[config.mk]
export PLATFORM = sky130hd
export DESIGN_NAME = byte_ring_fifo_burst_core
export DESIGN_NICKNAME = d
export VERILOG_FILES = /design/src/sv/brf_pkg.sv /design/src/sv/byte_ring_fifo_burst_core.sv
export SDC_FILE = /design/constraint.sdc
export NUM_CORES = 2
export LEC_CHECK = 0
export ABC_AREA = 1
export BUFFER_PORTS_ARGS = -buffer_cell sky130_fd_sc_hd__clkbuf_2
export CORE_MARGIN = 8
export CORE_UTILIZATION = 50
export DETAILED_ROUTE_END_ITERATION = 12
export GPL_ROUTABILITY_DRIVEN = 1
export PLACE_DENSITY_LB_ADDON = 0.3
export SLEW_MARGIN = 20
export SYNTH_ARGS = -nofsm -noshare
export SYNTH_HDL_FRONTEND = slang
export SYNTH_SLANG_ARGS = --single-unit
export TNS_END_PERCENT = 100
[constraint.sdc]
create_clock -name i_clk -period 4.4 [get_ports i_clk]
set_input_delay 0.88 -clock i_clk [delete_from_list [all_inputs] [get_ports i_clk]]
set_output_delay 0.88 -clock i_clk [all_outputs]
set_load 0.02 [all_outputs]
[src/sv/brf_pkg.sv]
// Shared types and status codes for the circular byte FIFO core.
// Depends on nothing; imported by byte_ring_fifo_burst_core.
package brf_pkg;

    localparam logic CMD_WRITE = 1'b0;
    localparam logic CMD_READ  = 1'b1;

    localparam logic [1:0] ST_OK    = 2'd0;
    localparam logic [1:0] ST_FULL  = 2'd1;
    localparam logic [1:0] ST_EMPTY = 2'd2;

    typedef struct packed {
        logic        cmd;
        logic [3:0]  length;
        logic [63:0] write_data;
    } t_in;

    typedef struct packed {
        logic [1:0]  status;
        logic [63:0] read_data;
        logic [3:0]  read_count;
        logic [7:0]  pending_count;
        logic [7:0]  free_count;
        logic [1:0]  sticky_error;
        logic        has_data;
    } t_out;

endpackage

[src/sv/byte_ring_fifo_burst_core.sv]
// A command accepted in idle runs through the burst states S_RUN and S_DONE before its result is strobed.
// No new command is taken while busy; the single byte-wide store port moves one byte per cycle
// during a burst, and busy drops in the cycle the result is strobed.
// Reset (synchronous, active low) clears both pointers, the fill count and the sticky error.
// The byte store itself is not cleared; only bytes written earlier are ever read back.
// The receiver cannot stall: each result strobe is high for exactly one cycle.
module byte_ring_fifo_burst_core
    import brf_pkg::*;
#(
    parameter int DEPTH     = 256,
    parameter int MAX_BURST = 8
) (
    input  logic i_clk,
    input  logic i_rst_n,
    input  logic start,
    input  t_in  i_item,
    output logic busy,
    output logic o_strobe,
    output t_out o_result
);

    // Pointer and count width. The count never exceeds DEPTH-1, so it fits in AW bits.
    localparam int AW  = (DEPTH > 1) ? $clog2(DEPTH) : 1;
    // Common width for comparing counts against the 4-bit length field.
    localparam int CW  = (AW > 4) ? AW : 4;
    // Width for saturating counts to the 8-bit result fields.
    localparam int SW  = (AW > 8) ? AW : 8;
    // Burst shift register width and step counter width.
    localparam int BW  = MAX_BURST * 8;
    localparam int STW = $clog2(MAX_BURST + 1);

    localparam logic [AW-1:0]  LAST_PTR  = AW'(DEPTH - 1);
    localparam logic [3:0]     BURST_LEN = 4'(MAX_BURST);
    localparam logic [STW-1:0] LAST_STEP = STW'(MAX_BURST);

    typedef enum logic [1:0] {
        S_IDLE,
        S_RUN,
        S_DONE
    } t_state;

    // Control state.
    t_state        r_state;
    logic [STW-1:0] r_step;
    logic [AW-1:0] r_wptr;
    logic [AW-1:0] r_rptr;
    logic [AW-1:0] r_count;
    logic [1:0]    r_err;
    logic          r_rd_vld;

    // Per-command payload held while the burst runs.
    logic          r_cmd;
    logic [3:0]    r_nbytes;
    logic [1:0]    r_status;
    logic [BW-1:0] r_wdata;
    logic [BW-1:0] r_rdata;
    logic [7:0]    r_mem_q;

    // The byte store: one write and one registered read per cycle.
    logic [7:0]    r_mem [DEPTH];

    // Decode of the incoming command, used only when it is accepted.
    logic [3:0]    len_sat;
    logic [AW-1:0] free_now;
    logic          wr_fits;
    logic [3:0]    rd_take;
    logic [1:0]    n_status;
    logic [3:0]    n_nbytes;
    logic [AW-1:0] n_count;
    logic          accept;

    // Step-level control inside a burst.
    logic          move_byte;
    logic [7:0]    shift_in;

    // Result formatting.
    logic [SW-1:0] pend_w;
    logic [SW-1:0] free_w;
    logic [AW-1:0] free_after;

    assign accept   = start && (r_state == S_IDLE);
    assign busy     = (r_state != S_IDLE);

    assign len_sat  = (i_item.length > BURST_LEN) ? BURST_LEN : i_item.length;
    assign free_now = LAST_PTR - r_count;
    assign wr_fits  = !(CW'(free_now) < CW'(len_sat));
    assign rd_take  = (CW'(len_sat) < CW'(r_count)) ? len_sat : 4'(r_count);

    // A rejected write or an empty read moves nothing and leaves the count alone.
    always_comb begin
        n_status = ST_OK;
        n_nbytes = 4'd0;
        n_count  = r_count;
        unique case (i_item.cmd)
            CMD_WRITE: begin
                if (wr_fits) begin
                    n_nbytes = len_sat;
                    n_count  = r_count + AW'(len_sat);
                end else begin
                    n_status = ST_FULL;
                end
            end
            CMD_READ: begin
                if (r_count == '0) begin
                    n_status = ST_EMPTY;
                end else begin
                    n_nbytes = rd_take;
                    n_count  = r_count - AW'(rd_take);
                end
            end
            default: begin
                n_status = ST_OK;
            end
        endcase
    end

    // Steps 0 .. MAX_BURST-1 each move at most one byte through the store port.
    // The read port is registered and answers in the next cycle, so the read shift register takes its
    // input on steps 1 .. MAX_BURST; zero bytes fill the lanes past the count.
    assign move_byte = (r_step != LAST_STEP) && (4'(r_step) < r_nbytes);
    assign shift_in  = r_rd_vld ? r_mem_q : 8'h00;

    // Main sequencer: state, pointers, count, sticky error and the result strobe.
    always_ff @(posedge i_clk) begin
        if (!i_rst_n) begin
            r_state  <= S_IDLE;
            r_step   <= '0;
            r_wptr   <= '0;
            r_rptr   <= '0;
            r_count  <= '0;
            r_err    <= ST_OK;
            r_rd_vld <= 1'b0;
            o_strobe <= 1'b0;
        end else begin
            o_strobe <= 1'b0;
            unique case (r_state)
                S_IDLE: begin
                    r_rd_vld <= 1'b0;
                    if (accept) begin
                        r_state  <= S_RUN;
                        r_step   <= '0;
                        r_count  <= n_count;
                        if (n_status != ST_OK) begin
                            r_err <= n_status;
                        end
                    end
                end
                S_RUN: begin
                    r_rd_vld <= move_byte && (r_cmd == CMD_READ);
                    if (move_byte && (r_cmd == CMD_WRITE)) begin
                        r_wptr <= (r_wptr == LAST_PTR) ? '0 : r_wptr + 1'b1;
                    end
                    if (move_byte && (r_cmd == CMD_READ)) begin
                        r_rptr <= (r_rptr == LAST_PTR) ? '0 : r_rptr + 1'b1;
                    end
                    if (r_step == LAST_STEP) begin
                        r_state <= S_DONE;
                    end else begin
                        r_step <= r_step + 1'b1;
                    end
                end
                S_DONE: begin
                    r_state  <= S_IDLE;
                    o_strobe <= 1'b1;
                end
                default: begin
                    r_state <= S_IDLE;
                end
            endcase
        end
    end

    // Payload registers: command decode, write bytes out, read bytes in.
    always_ff @(posedge i_clk) begin
        if (accept) begin
            r_cmd    <= i_item.cmd;
            r_nbytes <= n_nbytes;
            r_status <= n_status;
            r_wdata  <= i_item.write_data[BW-1:0];
            r_rdata  <= '0;
        end else if (r_state == S_RUN) begin
            r_wdata <= r_wdata >> 8;
            if (r_step != '0) begin
                r_rdata <= (r_rdata >> 8) | (BW'(shift_in) << (BW - 8));
            end
        end
    end

    // Byte store port.
    always_ff @(posedge i_clk) begin
        if ((r_state == S_RUN) && move_byte && (r_cmd == CMD_WRITE)) begin
            r_mem[r_wptr] <= r_wdata[7:0];
        end
        r_mem_q <= r_mem[r_rptr];
    end

    // Counts saturate at 255 for stores deeper than 256 bytes.
    assign free_after = LAST_PTR - r_count;
    assign pend_w     = SW'(r_count);
    assign free_w     = SW'(free_after);

    always_ff @(posedge i_clk) begin
        if (r_state == S_DONE) begin
            o_result.status        <= r_status;
            o_result.read_data     <= 64'(r_rdata);
            o_result.read_count    <= (r_cmd == CMD_READ) ? r_nbytes : 4'd0;
            o_result.pending_count <= (pend_w > SW'(255)) ? 8'hFF : pend_w[7:0];
            o_result.free_count    <= (free_w > SW'(255)) ? 8'hFF : free_w[7:0];
            o_result.sticky_error  <= r_err;
            o_result.has_data      <= (r_count != '0);
        end
    end

    // A result strobe only ever follows the final formatting cycle.
    a_strobe_after_done: assert property (@(posedge i_clk) disable iff (!i_rst_n)
        o_strobe |-> $past(r_state == S_DONE))
        else $error("result strobe without a completed burst");

    // An accepted command keeps the block busy in the following cycle.
    a_busy_after_accept: assert property (@(posedge i_clk) disable iff (!i_rst_n)
        accept |=> busy)
        else $error("command accepted but block not busy");

    // A rejected write or an empty read reports no bytes read.
    a_error_no_bytes: assert property (@(posedge i_clk) disable iff (!i_rst_n)
        (o_strobe && (o_result.status != ST_OK)) |-> (o_result.read_count == 4'd0))
        else $error("error result carries read bytes");

    // The data flag agrees with the pending count.
    a_has_data: assert property (@(posedge i_clk) disable iff (!i_rst_n)
        o_strobe |-> (o_result.has_data == (o_result.pending_count != 8'd0)))
        else $error("has_data disagrees with pending count");

    // An error result leaves the sticky record equal to that error.
    a_sticky_tracks: assert property (@(posedge i_clk) disable iff (!i_rst_n)
        (o_strobe && (o_result.status != ST_OK)) |-> (o_result.sticky_error == o_result.status))
        else $error("sticky error not updated by failing command");

endmodule
==> results.sh <==
export IMPL_ant_nets=0
export IMPL_grt_remaining_overflow=0
export IMPL_dr_pass1_iters=6
export IMPL_worst_ep_arrival_time_ns=4.15
export IMPL_tns_ns=0
export IMPL_placed_area_um2=99500
export IMPL_fp_dieH_um=455
export IMPL_die_area_um2=207000
export IMPL_clk_pin_slew_ns=0.06
export IMPL_crit_buf_inv=3
export IMPL_layoutNonFillerInstCount=11700
export IMPL_final_period_utilization_pct=84.0
export IMPL_worstMarginPinSlew_ns=1.15
export IMPL_rr_worst_depth=10
export IMPL_synthMuxAreaShare_pct=0
export IMPL_holdPathEnd="r_wdata[40]"
export IMPL_rows=161
export IMPL_synth_compound_area_share_pct=4.23
export IMPL_synth_top_family_by_area="simple AND/OR/NAND/NOR gates"
export IMPL_yosys_warnings=0
export IMPL_grt_pass1_vias=61900
export IMPL_max_clock_path_buffers=3
export IMPL_startpoint_type="flop"
export IMPL_critPathCaptureType="flop"
export IMPL_r2r_end="r_mem[52][2]"
export IMPL_cp_slowest_stage_delay_ns=0.90
export IMPL_yosys_most_used_dff="edfxtp_1"
export IMPL_initial_core_util_pct=50.2
export IMPL_fmax_mhz=270
export IMPL_synth_top_area_share_pct=68.7
export IMPL_via_per_inst=5.50
export IMPL_synthSimpleGateAreaFrac_pct=19.2
export IMPL_crit_slowest_cell="nor2_1"
export IMPL_antenna_found_initial=8
export IMPL_routed_wl_um=246000
export IMPL_htreeDepth=4
export IMPL_hp_start="i_item[40]"
export IMPL_crit_fanout=16
export IMPL_synth_area_um2=96500
export IMPL_irDropWorstVdd_v=0.000332
export IMPL_cts_made_buffers=223
export IMPL_drc=0
export IMPL_cp_top_family="simple AND/OR/NAND/NOR gates"
export IMPL_synth_xor_area_share_pct=0.0636
export IMPL_cts_hold_buf=0
export IMPL_numPortBuffers=162
export IMPL_p_leak_nw=40.8
export IMPL_cts_resized=0
export IMPL_cts_root_buf="clkbuf_16"
export IMPL_core_area_um2=192000
export IMPL_syn_nets=9067
export IMPL_min_period_ns=3.70
export IMPL_synthAdderAreaFrac_pct=0.345
export IMPL_maxSlewHeadroom_pct=23.4
export IMPL_ys_top_cells_by_area="edfxtp_1 (69%), nand2_1 (9.9%), nor2_1 (5.3%)"
export IMPL_finalClockSkew_ns=0.0270
export IMPL_die_w_um=455
export IMPL_rsz0062_at_grt="no"
export IMPL_cts_tree="done"
export IMPL_post_cts_buffers=0
export IMPL_crit_chain="inv_1 -> ha_1 -> nand3_1 -> nand2_1 -> inv_1 -> nand4_1 -> buf_4 -> nor2_1 -> nand2_2 -> nor2_1"
export IMPL_synthCells=8969
export IMPL_routedWlPerCell_um=21.1
export IMPL_fin_area_um2=107000
export IMPL_hold_depth=3
export IMPL_clock_sinks=2314
export IMPL_grt_max_degree=208
export IMPL_synth_edf_count=2208
export IMPL_slew_violations=0
export IMPL_dp_hpwl_um=138000
export IMPL_yosys_top_cells_count="nand2_1 (2,534), edfxtp_1 (2,208), nor2_1 (1,360), nand3_1 (714), inv_1 (673)"
export IMPL_postSynthRegisterBits=2314
export IMPL_avgSynthCellArea_um2=10.8
export IMPL_io_pins=163
export IMPL_required_ns=4.85
export IMPL_drt_iter0_markers=7941
export IMPL_critical_path_class="flop to flop"
export IMPL_netlist_cell_type_count=39
export IMPL_area_growth_pct=10.5
export IMPL_worstSkewPairLatency_ns=0.85
export IMPL_async_flop_share_pct=0
export IMPL_power_per_cell_area_nw_per_um2=440
export IMPL_gp_congestion=0.889
export IMPL_num_vias=64300
export IMPL_finalHoldViolCount=0
export IMPL_yosysTopAreaCell="edfxtp_1"
export IMPL_yosysSeqAreaShare_pct=70.9
export IMPL_nNetsFinal=9087
export IMPL_placedCellCount=11300
export IMPL_drive_gt1_share_pct=7.07
export IMPL_synth_most_common_cell="nand2_1"
export IMPL_grt_first_pass_wirelength_um=370000
export IMPL_drv_cap=0
export IMPL_setup_viol=0
export IMPL_ff2ff_setup_slack_ns=0.70
export IMPL_grt_use_total_pct=23.1
export IMPL_rr_startpoint="r_step[1]"
export IMPL_status="finished, final reports clean"
export IMPL_worstHoldPathType="input port to flop"
export IMPL_total_power_mw=46.9
worst min-delay path: stages:
cell and delay [ns]:
clkbuf_2 0.08, nand2_1 0.04, nand2_1 0.04
metrics by stage:
| step | setup WS [ns] | hold slack (ns) | util [%] |
|---|---|---|---|
| floorplan | 0.354 | 0.400 | - |
| global placement | 0.364 | 0.405 | 51.8 |
| detailed placement | 0.528 | 0.413 | 51.8 |
| CTS | 0.792 | 0.242 | 55.4 |
| global route | 0.583 | 0.273 | 55.4 |
| finish | 0.702 | 0.305 | 55.4 |
placed cells by master, fill, tap and decap left out, drive strengths merged, types with 2 or more instances in the layout:
| master | synthesis | final |
|---|---|---|
| clkinv | 10 | 93 |
| inv | 678 | 683 |
| nor4 | 4 | 4 |
| diode | 0 | 2 |
| ha | 25 | 25 |
| nand2 | 2535 | 2535 |
| edfxtp | 2208 | 2208 |
| nor2 | 1363 | 1363 |
| or2 | 18 | 18 |
| dfxtp | 106 | 106 |
| nand4 | 5 | 5 |
| buf | 323 | 131 |
| o21bai | 2 | 2 |
| nand3 | 714 | 714 |
| and3 | 2 | 2 |
| o22ai | 2 | 2 |
| bufinv | 0 | 17 |
| nor3 | 17 | 17 |
| o21ai | 581 | 581 |
| xnor2 | 2 | 2 |
| a21oi | 114 | 114 |
| clkinvlp | 0 | 3 |
| o211ai | 68 | 68 |
| xor2 | 5 | 5 |
| clkbuf | 175 | 458 |
| a31oi | 5 | 5 |
power by group:
group	switching [mW]	internal, mW
clock	8.07	10.5
combinational	2.54	0.774
sequential	0.141	24.8
flip-flops by register name, indices dropped and copies added (netlist names):
signal / count
r_mem: 2048
o_result: 89
r_rdata: 64
r_wdata: 64
pend_w: 8
r_mem_q: 8
r_rptr: 8
r_wptr: 8
r_nbytes: 4
r_step: 4
r_err: 2
r_state: 2
r_status: 2
o_strobe: 1
r_cmd: 1
r_rd_vld: 1
final cells by class:
type | count | area, um^2
clock buffers | 296 | 6000
well taps | 2526 | 3160
diodes | 2 | 5.00
clock inverters | 108 | 1040
repair buffers | 293 | 2240
flip-flops and latches | 2314 | 68400
multi-input cells | 5469 | 23100
fillers | 16000 | 85600
inverters | 688 | 2620
per-layer routing:
metal	global-route usage, %	share of wire, %	vias to the layer above
met2	37.2	47	2794
li1	-	-	30000
met5	0	0	-
met1	32.0	41	31100
met3	4.12	8.8	454
met4	7.92	3.4	0
worst max path at each step:
stage	from	end	slack, ns	cells past startpoint
3_3_place_gp	i_item[67]	pend_w[6]	0.36	22
3_5_place_dp	i_item[67]	pend_w[6]	0.53	22
6_report	r_step[1]	r_mem[52][2]	0.70	10
5_1_grt	r_step[0]	r_mem[52][6]	0.58	10
4_1_cts	r_step[0]	r_mem[52][2]	0.79	10
2_1_floorplan	r_wdata[0]	r_mem[0][0]	0.35	0
logic make-up (layout without fill, tap and decap cells):
logic type | count (synthesis) | count (layout)
and+or+nand+nor | 4660 | 4660
DFF | 2314 | 2314
buffers and inverters | 1186 | 1385
AOI/OAI and AO/OA | 776 | 776
adders and majority gates | 26 | 26
xor gates and xnor gates | 7 | 7
other | 0 | 2
Power figures use the tool's default switching activity.
